File: src/rtl/esr_pkg.sv
// Shared types, constants and CRC tables for the ESC status frame reassembler.
package esr_pkg;

  localparam int ID_W        = 29;
  localparam int LEN_W       = 4;
  localparam int DATA_W      = 64;
  localparam int CRC_W       = 16;
  localparam int TN_W        = 5;
  localparam int NODE_W      = 4;
  localparam int SIG_BYTES   = 8;
  localparam int PAY_BYTES   = 14;
  localparam int PAY_BITS    = PAY_BYTES * 8;
  localparam int STORE_BYTES = 12;   // payload bytes held across frames
  localparam int CFG_IDX_W   = 1;

  localparam logic [LEN_W-1:0] MAX_LEN = 4'd8;

  localparam logic [ID_W-1:0] ID_LOW_RESET  = 29'h18040A01;
  localparam logic [ID_W-1:0] ID_HIGH_RESET = 29'h18040A08;

  localparam logic [63:0]      TYPE_SIGNATURE = 64'hA9AF28AEA2FBB254;
  localparam logic [CRC_W-1:0] CRC_POLY       = 16'h1021;
  localparam logic [CRC_W-1:0] CRC_SEED       = 16'hFFFF;

  // tail byte bits 7..5: start, end, toggle
  localparam logic [2:0] TAIL_FIRST  = 3'b100;
  localparam logic [2:0] TAIL_MIDDLE = 3'b001;
  localparam logic [2:0] TAIL_LAST   = 3'b010;

  localparam logic [CFG_IDX_W-1:0] CFG_ID_LOW  = 1'b0;
  localparam logic [CFG_IDX_W-1:0] CFG_ID_HIGH = 1'b1;

  typedef enum logic [2:0] {
    OUT_CONTINUE  = 3'd0,
    OUT_IGNORED   = 3'd1,
    OUT_RESTART   = 3'd2,
    OUT_CRC_ERROR = 3'd3,
    OUT_DECODED   = 3'd4
  } outcome_t;

  typedef enum logic [1:0] {
    PH_FIRST  = 2'd0,
    PH_SECOND = 2'd1,
    PH_THIRD  = 2'd2
  } phase_t;

  typedef logic [CRC_W-1:0] crc_t;
  typedef crc_t [PAY_BITS-1:0] crc_weight_t;

  function automatic crc_t crc_byte(crc_t c, logic [7:0] b);
    crc_t r;
    r = c ^ {b, 8'h00};
    for (int k = 0; k < 8; k++) begin
      r = r[CRC_W-1] ? ((r << 1) ^ CRC_POLY) : (r << 1);
    end
    return r;
  endfunction

  // CRC of seed, signature and an all-zero payload
  function automatic crc_t crc_base();
    crc_t c;
    c = CRC_SEED;
    for (int i = 0; i < SIG_BYTES; i++) begin
      c = crc_byte(c, TYPE_SIGNATURE[8*i +: 8]);
    end
    for (int i = 0; i < PAY_BYTES; i++) begin
      c = crc_byte(c, 8'h00);
    end
    return c;
  endfunction

  // Contribution of each payload bit to the final CRC (CRC is affine)
  function automatic crc_weight_t crc_weights();
    crc_weight_t w;
    crc_t        c;
    logic [7:0]  b;
    for (int p = 0; p < PAY_BYTES; p++) begin
      for (int j = 0; j < 8; j++) begin
        c = '0;
        for (int i = 0; i < SIG_BYTES + PAY_BYTES; i++) begin
          b = (i == SIG_BYTES + p) ? 8'(1 << j) : 8'h00;
          c = crc_byte(c, b);
        end
        w[p*8+j] = c;
      end
    end
    return w;
  endfunction

  localparam crc_t        CRC_BASE   = crc_base();
  localparam crc_weight_t CRC_WEIGHT = crc_weights();

endpackage

File: src/rtl/esr_if.sv
// Valid/ready channel interfaces for received frames and status reports.
interface esr_frame_if;
  logic        valid;
  logic        ready;
  logic [28:0] frame_id;
  logic [3:0]  length;
  logic [63:0] frame_data;

  modport source (output valid, frame_id, length, frame_data, input ready);
  modport sink   (input valid, frame_id, length, frame_data, output ready);
endinterface

interface esr_report_if;
  logic              valid;
  logic              ready;
  esr_pkg::outcome_t outcome;
  logic [3:0]        node_id;
  logic [31:0]       status_word;
  logic [15:0]       voltage_half;
  logic [15:0]       current_half;
  logic [15:0]       temperature_half;
  logic [17:0]       speed;
  logic [6:0]        throttle;
  logic [4:0]        slot_index;

  modport source (output valid, outcome, node_id, status_word, voltage_half, current_half,
                  temperature_half, speed, throttle, slot_index, input ready);
  modport sink   (input valid, outcome, node_id, status_word, voltage_half, current_half,
                  temperature_half, speed, throttle, slot_index, output ready);
endinterface

File: src/rtl/esc_status_frame_reassembler_unit.sv
// Top level: three-frame ESC status transfer reassembly with CRC check.
//
//  channel  | dir | handshake      | item
//  ---------+-----+----------------+-----------------------------------------
//  frames   | in  | valid/ready    | CAN frame: frame_id, length, frame_data
//  reports  | out | valid/ready    | outcome, node_id, raw status fields
//  cfg      | in  | cfg_we         | cfg_index selects id_low / id_high
//
// Each frame is registered on entry, classified in one pass and its report
// registered; one frame per cycle while the report register is not held.
// The entry register and the report register form a two-slot pipe, so a new
// frame is taken while a finished report waits; only a report held by a low
// reports.ready stalls the entry side. Transfer state updates when a frame
// moves into the report register. rst (synchronous) empties both slots,
// returns to the first-frame position and restores the default ID window.
module esc_status_frame_reassembler_unit (
  input  logic                              clk,
  input  logic                              rst,
  input  logic                              cfg_we,
  input  logic [esr_pkg::CFG_IDX_W-1:0]     cfg_index,
  input  logic [esr_pkg::ID_W-1:0]          cfg_data,
  esr_frame_if.sink                         frames,
  esr_report_if.source                      reports
);
  import esr_pkg::*;

  // ID window registers
  logic [ID_W-1:0] id_low;
  logic [ID_W-1:0] id_high;

  // entry register
  logic              s1_valid;
  logic [ID_W-1:0]   s1_id;
  logic [LEN_W-1:0]  s1_len;
  logic [DATA_W-1:0] s1_data;

  // transfer state
  phase_t            phase;
  logic [ID_W-1:0]   first_frame_id;
  logic [TN_W-1:0]   transfer_number;
  logic [NODE_W-1:0] source_node;
  logic [CRC_W-1:0]  received_crc;
  logic [CRC_W-1:0]  crc_acc;          // CRC with the payload seen so far
  logic [7:0]        payload [STORE_BYTES];

  // report register
  logic              rep_valid;
  outcome_t          rep_outcome;
  logic [3:0]        rep_node;
  logic [31:0]       rep_status;
  logic [15:0]       rep_voltage;
  logic [15:0]       rep_current;
  logic [15:0]       rep_temp;
  logic [17:0]       rep_speed;
  logic [6:0]        rep_throttle;
  logic [4:0]        rep_slot;

  logic out_free;
  logic advance;

  assign out_free     = !rep_valid || reports.ready;
  assign advance      = s1_valid && out_free;
  assign frames.ready = !s1_valid || out_free;

  // ---- classification of the frame in the entry register ----
  logic [LEN_W-1:0] len_eff;
  logic [2:0]       tail_sel;
  logic [7:0]       tail;
  logic             len_zero;
  logic             in_range;
  logic             same_transfer;
  logic [CRC_W-1:0] contrib_first;
  logic [CRC_W-1:0] contrib_second;
  logic [CRC_W-1:0] contrib_last;
  logic [CRC_W-1:0] crc_final;
  logic [7:0]       last_b0;
  logic [7:0]       last_b1;

  phase_t           phase_next;
  logic             load_first;
  logic             load_second;
  outcome_t         outcome_next;
  logic [3:0]       node_next;
  logic             decoded;

  assign len_eff       = (s1_len > MAX_LEN) ? MAX_LEN : s1_len;
  assign len_zero      = (len_eff == '0);
  assign tail_sel      = 3'(len_eff - 4'd1);
  assign tail          = len_zero ? 8'h00 : s1_data[8*tail_sel +: 8];
  assign in_range      = (s1_id >= id_low) && (s1_id <= id_high);
  assign same_transfer = (s1_id == first_frame_id) && (tail[TN_W-1:0] == transfer_number);
  assign last_b0       = s1_data[7:0];
  assign last_b1       = s1_data[15:8];
  assign crc_final     = crc_acc ^ contrib_last;

  // CRC contributions: XOR of precomputed weights for set payload bits
  always_comb begin
    contrib_first  = '0;
    contrib_second = '0;
    contrib_last   = '0;
    for (int k = 0; k < 5; k++) begin
      for (int j = 0; j < 8; j++) begin
        contrib_first = contrib_first ^ (CRC_WEIGHT[k*8+j] & {CRC_W{s1_data[8*(k+2)+j]}});
      end
    end
    for (int k = 0; k < 7; k++) begin
      for (int j = 0; j < 8; j++) begin
        contrib_second = contrib_second ^ (CRC_WEIGHT[(k+5)*8+j] & {CRC_W{s1_data[8*k+j]}});
      end
    end
    for (int k = 0; k < 2; k++) begin
      for (int j = 0; j < 8; j++) begin
        contrib_last = contrib_last ^ (CRC_WEIGHT[(k+12)*8+j] & {CRC_W{s1_data[8*k+j]}});
      end
    end
  end

  always_comb begin
    phase_next   = PH_FIRST;
    load_first   = 1'b0;
    load_second  = 1'b0;
    decoded      = 1'b0;
    outcome_next = OUT_RESTART;
    node_next    = '0;
    case (phase)
      PH_SECOND: begin
        if (len_zero) begin
          // empty frame mid-transfer is skipped
          phase_next   = PH_SECOND;
          outcome_next = OUT_IGNORED;
          node_next    = source_node;
        end else if (in_range && tail[7:5] == TAIL_MIDDLE && same_transfer) begin
          phase_next   = PH_THIRD;
          load_second  = 1'b1;
          outcome_next = OUT_CONTINUE;
          node_next    = source_node;
        end
      end
      PH_THIRD: begin
        if (!len_zero && in_range && tail[7:5] == TAIL_LAST && same_transfer) begin
          node_next = source_node;
          if (crc_final == received_crc) begin
            outcome_next = OUT_DECODED;
            decoded      = 1'b1;
          end else begin
            outcome_next = OUT_CRC_ERROR;
          end
        end
      end
      default: begin
        // first position (an unused phase code also lands here)
        if (len_zero) begin
          outcome_next = OUT_IGNORED;
        end else if (in_range && tail[7:5] == TAIL_FIRST) begin
          phase_next   = PH_SECOND;
          load_first   = 1'b1;
          outcome_next = OUT_CONTINUE;
          node_next    = s1_id[NODE_W-1:0];
        end
      end
    endcase
  end

  // ---- registers ----
  always_ff @(posedge clk) begin
    if (rst) begin
      id_low  <= ID_LOW_RESET;
      id_high <= ID_HIGH_RESET;
    end else if (cfg_we) begin
      case (cfg_index)
        CFG_ID_LOW:  id_low  <= cfg_data;
        CFG_ID_HIGH: id_high <= cfg_data;
        default: ;
      endcase
    end
  end

  always_ff @(posedge clk) begin
    if (rst) begin
      s1_valid <= 1'b0;
    end else if (frames.valid && frames.ready) begin
      s1_valid <= 1'b1;
    end else if (advance) begin
      s1_valid <= 1'b0;
    end
  end

  always_ff @(posedge clk) begin
    if (frames.valid && frames.ready) begin
      s1_id   <= frames.frame_id;
      s1_len  <= frames.length;
      s1_data <= frames.frame_data;
    end
  end

  always_ff @(posedge clk) begin
    if (rst) begin
      phase <= PH_FIRST;
    end else if (advance) begin
      phase <= phase_next;
    end
  end

  // transfer payload; only read once the matching frame has loaded it
  always_ff @(posedge clk) begin
    if (advance && load_first) begin
      first_frame_id  <= s1_id;
      transfer_number <= tail[TN_W-1:0];
      source_node     <= s1_id[NODE_W-1:0];
      received_crc    <= {last_b1, last_b0};
      crc_acc         <= CRC_BASE ^ contrib_first;
      for (int k = 0; k < 5; k++) begin
        payload[k] <= s1_data[8*(k+2) +: 8];
      end
    end
    if (advance && load_second) begin
      crc_acc <= crc_acc ^ contrib_second;
      for (int k = 0; k < 7; k++) begin
        payload[k+5] <= s1_data[8*k +: 8];
      end
    end
  end

  always_ff @(posedge clk) begin
    if (rst) begin
      rep_valid <= 1'b0;
    end else if (advance) begin
      rep_valid <= 1'b1;
    end else if (reports.ready) begin
      rep_valid <= 1'b0;
    end
  end

  always_ff @(posedge clk) begin
    if (advance) begin
      rep_outcome  <= outcome_next;
      rep_node     <= node_next;
      rep_status   <= decoded ? {payload[3], payload[2], payload[1], payload[0]} : '0;
      rep_voltage  <= decoded ? {payload[5], payload[4]} : '0;
      rep_current  <= decoded ? {payload[7], payload[6]} : '0;
      rep_temp     <= decoded ? {payload[9], payload[8]} : '0;
      rep_speed    <= decoded ? {last_b0[7:6], payload[11], payload[10]} : '0;
      rep_throttle <= decoded ? {last_b0[5:0], last_b1[7]} : '0;
      rep_slot     <= decoded ? last_b1[6:2] : '0;
    end
  end

  assign reports.valid            = rep_valid;
  assign reports.outcome          = rep_outcome;
  assign reports.node_id          = rep_node;
  assign reports.status_word      = rep_status;
  assign reports.voltage_half     = rep_voltage;
  assign reports.current_half     = rep_current;
  assign reports.temperature_half = rep_temp;
  assign reports.speed            = rep_speed;
  assign reports.throttle         = rep_throttle;
  assign reports.slot_index       = rep_slot;

  // ---- checks ----
  // entry side only stalls behind a held report
  a_stall_cause: assert property (@(posedge clk) disable iff (rst)
    !frames.ready |-> (s1_valid && rep_valid && !reports.ready))
    else $error("entry stalled without a held report");

  // a decoded or failed transfer always returns to the first-frame position
  a_end_phase: assert property (@(posedge clk) disable iff (rst)
    (rep_valid && (rep_outcome == OUT_DECODED || rep_outcome == OUT_CRC_ERROR))
      |-> (phase == PH_FIRST))
    else $error("transfer end did not return to first position");

  // a continuing report means a transfer is open
  a_continue_phase: assert property (@(posedge clk) disable iff (rst)
    (rep_valid && rep_outcome == OUT_CONTINUE) |-> (phase != PH_FIRST))
    else $error("continuing report with no open transfer");

  // status fields are zero unless decoded
  a_fields_zero: assert property (@(posedge clk) disable iff (rst)
    (rep_valid && rep_outcome != OUT_DECODED)
      |-> (rep_status == '0 && rep_speed == '0 && rep_slot == '0))
    else $error("status fields set on a non-decoded report");

endmodule

File: src/flat_wrapper.sv
// flat-port wrapper written by rule: the top's interface ports become plain ports
module esc_status_frame_reassembler_unit_flat import esr_pkg::*;
  (clk, rst, cfg_we, cfg_index, cfg_data, frames_valid, frames_frame_id, frames_length, frames_frame_data, frames_ready, reports_valid, reports_outcome, reports_node_id, reports_status_word, reports_voltage_half, reports_current_half, reports_temperature_half, reports_speed, reports_throttle, reports_slot_index, reports_ready);
  esr_frame_if frames_i ();
  esr_report_if reports_i ();
  input  logic clk;
  input  logic rst;
  input  logic cfg_we;
  input  logic [esr_pkg::CFG_IDX_W-1:0] cfg_index;
  input  logic [esr_pkg::ID_W-1:0] cfg_data;
  input wire logic [$bits(frames_i.valid)-1:0] frames_valid;
  input wire logic [$bits(frames_i.frame_id)-1:0] frames_frame_id;
  input wire logic [$bits(frames_i.length)-1:0] frames_length;
  input wire logic [$bits(frames_i.frame_data)-1:0] frames_frame_data;
  output wire logic [$bits(frames_i.ready)-1:0] frames_ready;
  output wire logic [$bits(reports_i.valid)-1:0] reports_valid;
  output wire logic [$bits(reports_i.outcome)-1:0] reports_outcome;
  output wire logic [$bits(reports_i.node_id)-1:0] reports_node_id;
  output wire logic [$bits(reports_i.status_word)-1:0] reports_status_word;
  output wire logic [$bits(reports_i.voltage_half)-1:0] reports_voltage_half;
  output wire logic [$bits(reports_i.current_half)-1:0] reports_current_half;
  output wire logic [$bits(reports_i.temperature_half)-1:0] reports_temperature_half;
  output wire logic [$bits(reports_i.speed)-1:0] reports_speed;
  output wire logic [$bits(reports_i.throttle)-1:0] reports_throttle;
  output wire logic [$bits(reports_i.slot_index)-1:0] reports_slot_index;
  input wire logic [$bits(reports_i.ready)-1:0] reports_ready;
  assign frames_i.valid = frames_valid;
  assign frames_i.frame_id = frames_frame_id;
  assign frames_i.length = frames_length;
  assign frames_i.frame_data = frames_frame_data;
  assign frames_ready = frames_i.ready;
  assign reports_valid = reports_i.valid;
  assign reports_outcome = reports_i.outcome;
  assign reports_node_id = reports_i.node_id;
  assign reports_status_word = reports_i.status_word;
  assign reports_voltage_half = reports_i.voltage_half;
  assign reports_current_half = reports_i.current_half;
  assign reports_temperature_half = reports_i.temperature_half;
  assign reports_speed = reports_i.speed;
  assign reports_throttle = reports_i.throttle;
  assign reports_slot_index = reports_i.slot_index;
  assign reports_i.ready = reports_ready;
  esc_status_frame_reassembler_unit u_core (.clk(clk), .rst(rst), .cfg_we(cfg_we), .cfg_index(cfg_index), .cfg_data(cfg_data), .frames(frames_i), .reports(reports_i));
endmodule
File: config.mk
export PLATFORM = sky130hd
export DESIGN_NAME = esc_status_frame_reassembler_unit_flat
export DESIGN_NICKNAME = d
export VERILOG_FILES = /design/src/rtl/esr_pkg.sv /design/src/rtl/esr_if.sv /design/src/rtl/esc_status_frame_reassembler_unit.sv /design/src/flat_wrapper.sv
export SDC_FILE = /design/constraint.sdc
export NUM_CORES = 1
export LEC_CHECK = 0
export BUFFER_PORTS_ARGS = -buffer_cell sky130_fd_sc_hd__buf_2
export CORE_MARGIN = 3
export CORE_UTILIZATION = 30
export DETAILED_ROUTE_END_ITERATION = 10
export GPL_ROUTABILITY_DRIVEN = 0
export GPL_TIMING_DRIVEN = 0
export PLACE_DENSITY = 0.46
export REMOVE_ABC_BUFFERS = 1
export SLEW_MARGIN = 20
export SYNTH_ARGS = -nofsm -noshare
export SYNTH_HDL_FRONTEND = slang
export SYNTH_SLANG_ARGS = --single-unit
File: constraint.sdc
create_clock -name clk -period 15.9 [get_ports clk]
set_input_delay 0.795 -clock clk [delete_from_list [all_inputs] [get_ports clk]]
set_output_delay 0.795 -clock clk [all_outputs]
set_load 0.1 [all_outputs]
==> impl_metrics.yaml <==
worst_setup_path:
  critical_path.max_fanout: 21
  rrSetupSlack_ps: 9660
  worstSetupPathType: "flop to flop"
  crit_path_end: "u_core.payload[5][0]$_DFFE_PP_"
  worstPathArrival_ps: 6550
  worst_setup_path_end_kind: "flop"
  required_ps: 16210
  crit_start: "u_core.s1_len[3]$_DFFE_PP_"
  worstReg2RegStart: "u_core.s1_len[3]$_DFFE_PP_"
  cp-start-kind: "flop"
  ff2ff_path_depth: 18
  rr_endpoint: "u_core.payload[5][0]$_DFFE_PP_"
timing:
  skew_ps: 18.5
  finalHoldViolations: 0
  fmax_mhz: 160
  period_share_pct: 39.2
  layout_min_cycle_time_ps: 6240
  worst_pin_slew_ps: 1050
  rsz0062_at_grt: "no"
  max_slew_margin_pct: 29.5
  setup_viol: 0
  layout_setup_ws_ps: 9660
  drv_slew: 0
outcome:
  run_status: "completed"
yosys:
  synth-async-reset-ratio_pct: 0
  synth_top_cell_area_share_pct: 51.8
  synth_largest_area_cell: "edfxtp_1"
  avgSynthCellArea_sq_um: 12.7
  synth_edf_count: 376
  yosysUniqueCellTypes: 64
  netlist_instances: 1710
  synth_flop_cell: "edfxtp_1"
  synth_area_leaders: "edfxtp_1 52%, xnor2_1 14%, dfxtp_1 5.7%, xor2_1 3.9%, ha_1 3.5%"
  synth.cell_area_sq_mm: 0.0218
  synth_seq_cells: 438
  yosysWarnings: 0
  synth_seq_area_share_pct: 57.5
global_routing:
  grt_pass1_wl_um: 88600
  grt_antenna_before_repair: 7
  grtUsageMet2_pct: 27.2
  overflow: 0
  busiest_layer: "met2"
  grt_max_degree: 73
  use_met1_pct: 20.7
  grt_pass1_vias: 13400
  grt.total_usage_pct: 15.9
  met3_usage_pct: 3.00
power_and_ir_drop:
  leakage_nw: 9.38
  power.internal_mw: 2.27
  pwr-share-clk_pct: 35.8
  cellPowerDensity_mw_per_mm2: 124
  p_sw_uw: 943
  power_mw: 3.22
  ir_drop_uv: 69.5
  swShare_pct: 29.3
  combPwrFrac_pct: 22.2
  seqPwrFrac_pct: 42.0
die:
  io_pins: 251
  die_area_sq_mm: 0.0759
  design.core.area_sq_mm: 0.0717
  die_h_um: 275
  start_util_pct: 30.4
  row_count: 98
  die_width_um: 275
routing:
  drt_wl_total_um: 61100
  viasPerCell: 4.50
  ant_nets: 0
  drc: 0
  dr.pass1.iters: 4
  drt_iter0_drc: 610
  drt-wirelength-per-cell_um: 20.8
  vias: 13200
job:
  maxCapViolations: 0
clocking:
  cts_root_buffer: "clkbuf_16"
  cts_tree: "yes"
  insertion_delay_ps: 610
  cts-hold-fix-buffers: 0
  cts_max_path_buffers: 3
  htreeDepth: 2
  cts-resized-gates: 0
  clkSinkCount: 438
  numCtsBuffers: 50
  clkTransAtPathRegs_ps: 60
  cts_setup_buffers: 0
worst_hold_path:
  holdCritPathClass: "primary input to flop"
cells_and_area:
  drive_gt1_share_pct: 20.1
  layout_commonest_cell: "edfxtp_1"
  design_area_sq_mm: 0.0259
  areaGrowthSynthToFinish_pct: 18.9
  nets: 2137
  final_cell_mix: "376 x edfxtp_1, 356 x xnor2_1, 256 x buf_2"
placement:
  port_buffers: 250
  post_dp_cell_area_sq_mm: 0.0242
  hpwl_um: 44700
  pre_cts_slack_ps: 9600
cells in the mapped netlist, types with 16 or more instances:
| library cell | count |
|---|---|
| xnor2_1 | 356 |
| nor2b_1 | 16 |
| a21oi_1 | 70 |
| nor2_1 | 29 |
| xor2_1 | 97 |
| edfxtp_1 | 376 |
| and2_1 | 114 |
| ha_1 | 61 |
| o21ai_0 | 18 |
| dfxtp_1 | 62 |
| mux2i_1 | 22 |
| inv_1 | 67 |
| nand4_1 | 19 |
| nand2_1 | 143 |
| clkbuf_1 | 75 |
per-stage QoR:
| stage | instances | TNS [ps] | utilization (%) | hold slack [ps] |
|---|---|---|---|---|
| after floorplan | 1615 | 0 | - | 430 |
| after global placement | 2815 | -363760 | 33.2 | 445 |
| after detailed placement | 2842 | 0 | 33.8 | 448 |
| after CTS | 2935 | 0 | 36.1 | 319 |
| after global routing | 2935 | 0 | 36.1 | 327 |
| final | 2937 | 0 | 36.1 | 359 |
routing by layer:
metal / part of all wire [%] / up-vias
met5: 0.075 / -
met4: 2.2 / 8
met3: 4.9 / 94
met2: 49 / 296
met1: 44 / 6448
li1: - / 6381
cell type report:
| cell class | count | area, sq um |
|---|---|---|
| clock inverter | 38 | 360 |
| sequential | 438 | 12500 |
| antenna | 2 | 5.00 |
| clock buffer | 55 | 1290 |
| multi-input combinational | 1110 | 8630 |
| timing repair buffer | 277 | 1630 |
| tap | 950 | 1190 |
| inverter | 67 | 251 |
| fill | 7081 | 45800 |
cells by family after synthesis:
| family | synth area share, % |
|---|---|
| compound gates | 4.19 |
| xor+xnor | 19.5 |
| flops | 57.5 |
| mux | 2.67 |
| simple gates | 9.66 |
| fa+ha+maj | 3.50 |
| buf+inv | 2.99 |
critical path: stages (launching register included):
cell       delay (ps)
edfxtp_1          600
nor2b_2           610
buf_6             240
inv_1             130
ha_1              510
nor3b_2           710
a21oi_1           150
a211o_1           320
and3_1            200
a2111oi_2         420
nand3_1           170
nor4_2            390
buf_4             250
buf_2             200
buf_4             180
buf_2             200
buf_2             230
buf_4             190
buf_2             190
power groups by stage:
stage / clock network [mW] / logic [mW] / registers, mW
3_3_place_gp: 0 / 0.705 / 1.38
4_1_cts: 1.19 / 0.718 / 1.35
6_report: 1.15 / 0.714 / 1.35
2_1_floorplan: 0 / 0.497 / 1.40
5_1_grt: 1.23 / 0.769 / 1.35
3_5_place_dp: 0 / 0.711 / 1.38
how the worst min path moves through the flow:
| stage | start | slack [ps] | depth (start not counted) | endpoint |
|---|---|---|---|---|
| floorplan | u_core.id_high[10]$_SDFFE_PP0P_ | 430 | 2 | u_core.id_high[10]$_SDFFE_PP0P_ |
| global placement | u_core.id_high[24]$_SDFFE_PP0P_ | 440 | 2 | u_core.id_high[24]$_SDFFE_PP0P_ |
| detailed placement | u_core.id_low[21]$_SDFFE_PP0P_ | 450 | 2 | u_core.id_low[21]$_SDFFE_PP0P_ |
| CTS | frames_frame_data[24] | 320 | 1 | u_core.s1_data[24]$_DFFE_PP_ |
| global route | frames_frame_data[24] | 330 | 1 | u_core.s1_data[24]$_DFFE_PP_ |
| finish | frames_frame_id[3] | 360 | 1 | u_core.s1_id[3]$_DFFE_PP_ |
registers in the layout, summed over array words and instances, names as in the netlist, 18 cells and up:
signal                      cells
u_core.reports.speed           18
u_core.reports.status_word     32
u_core.first_frame_id          26
u_core.payload                 96
u_core.id_low                  29
u_core.s1_id                   29
u_core.id_high                 29
u_core.s1_data                 64
No activity file was read; power rests on OpenSTA's default activity.
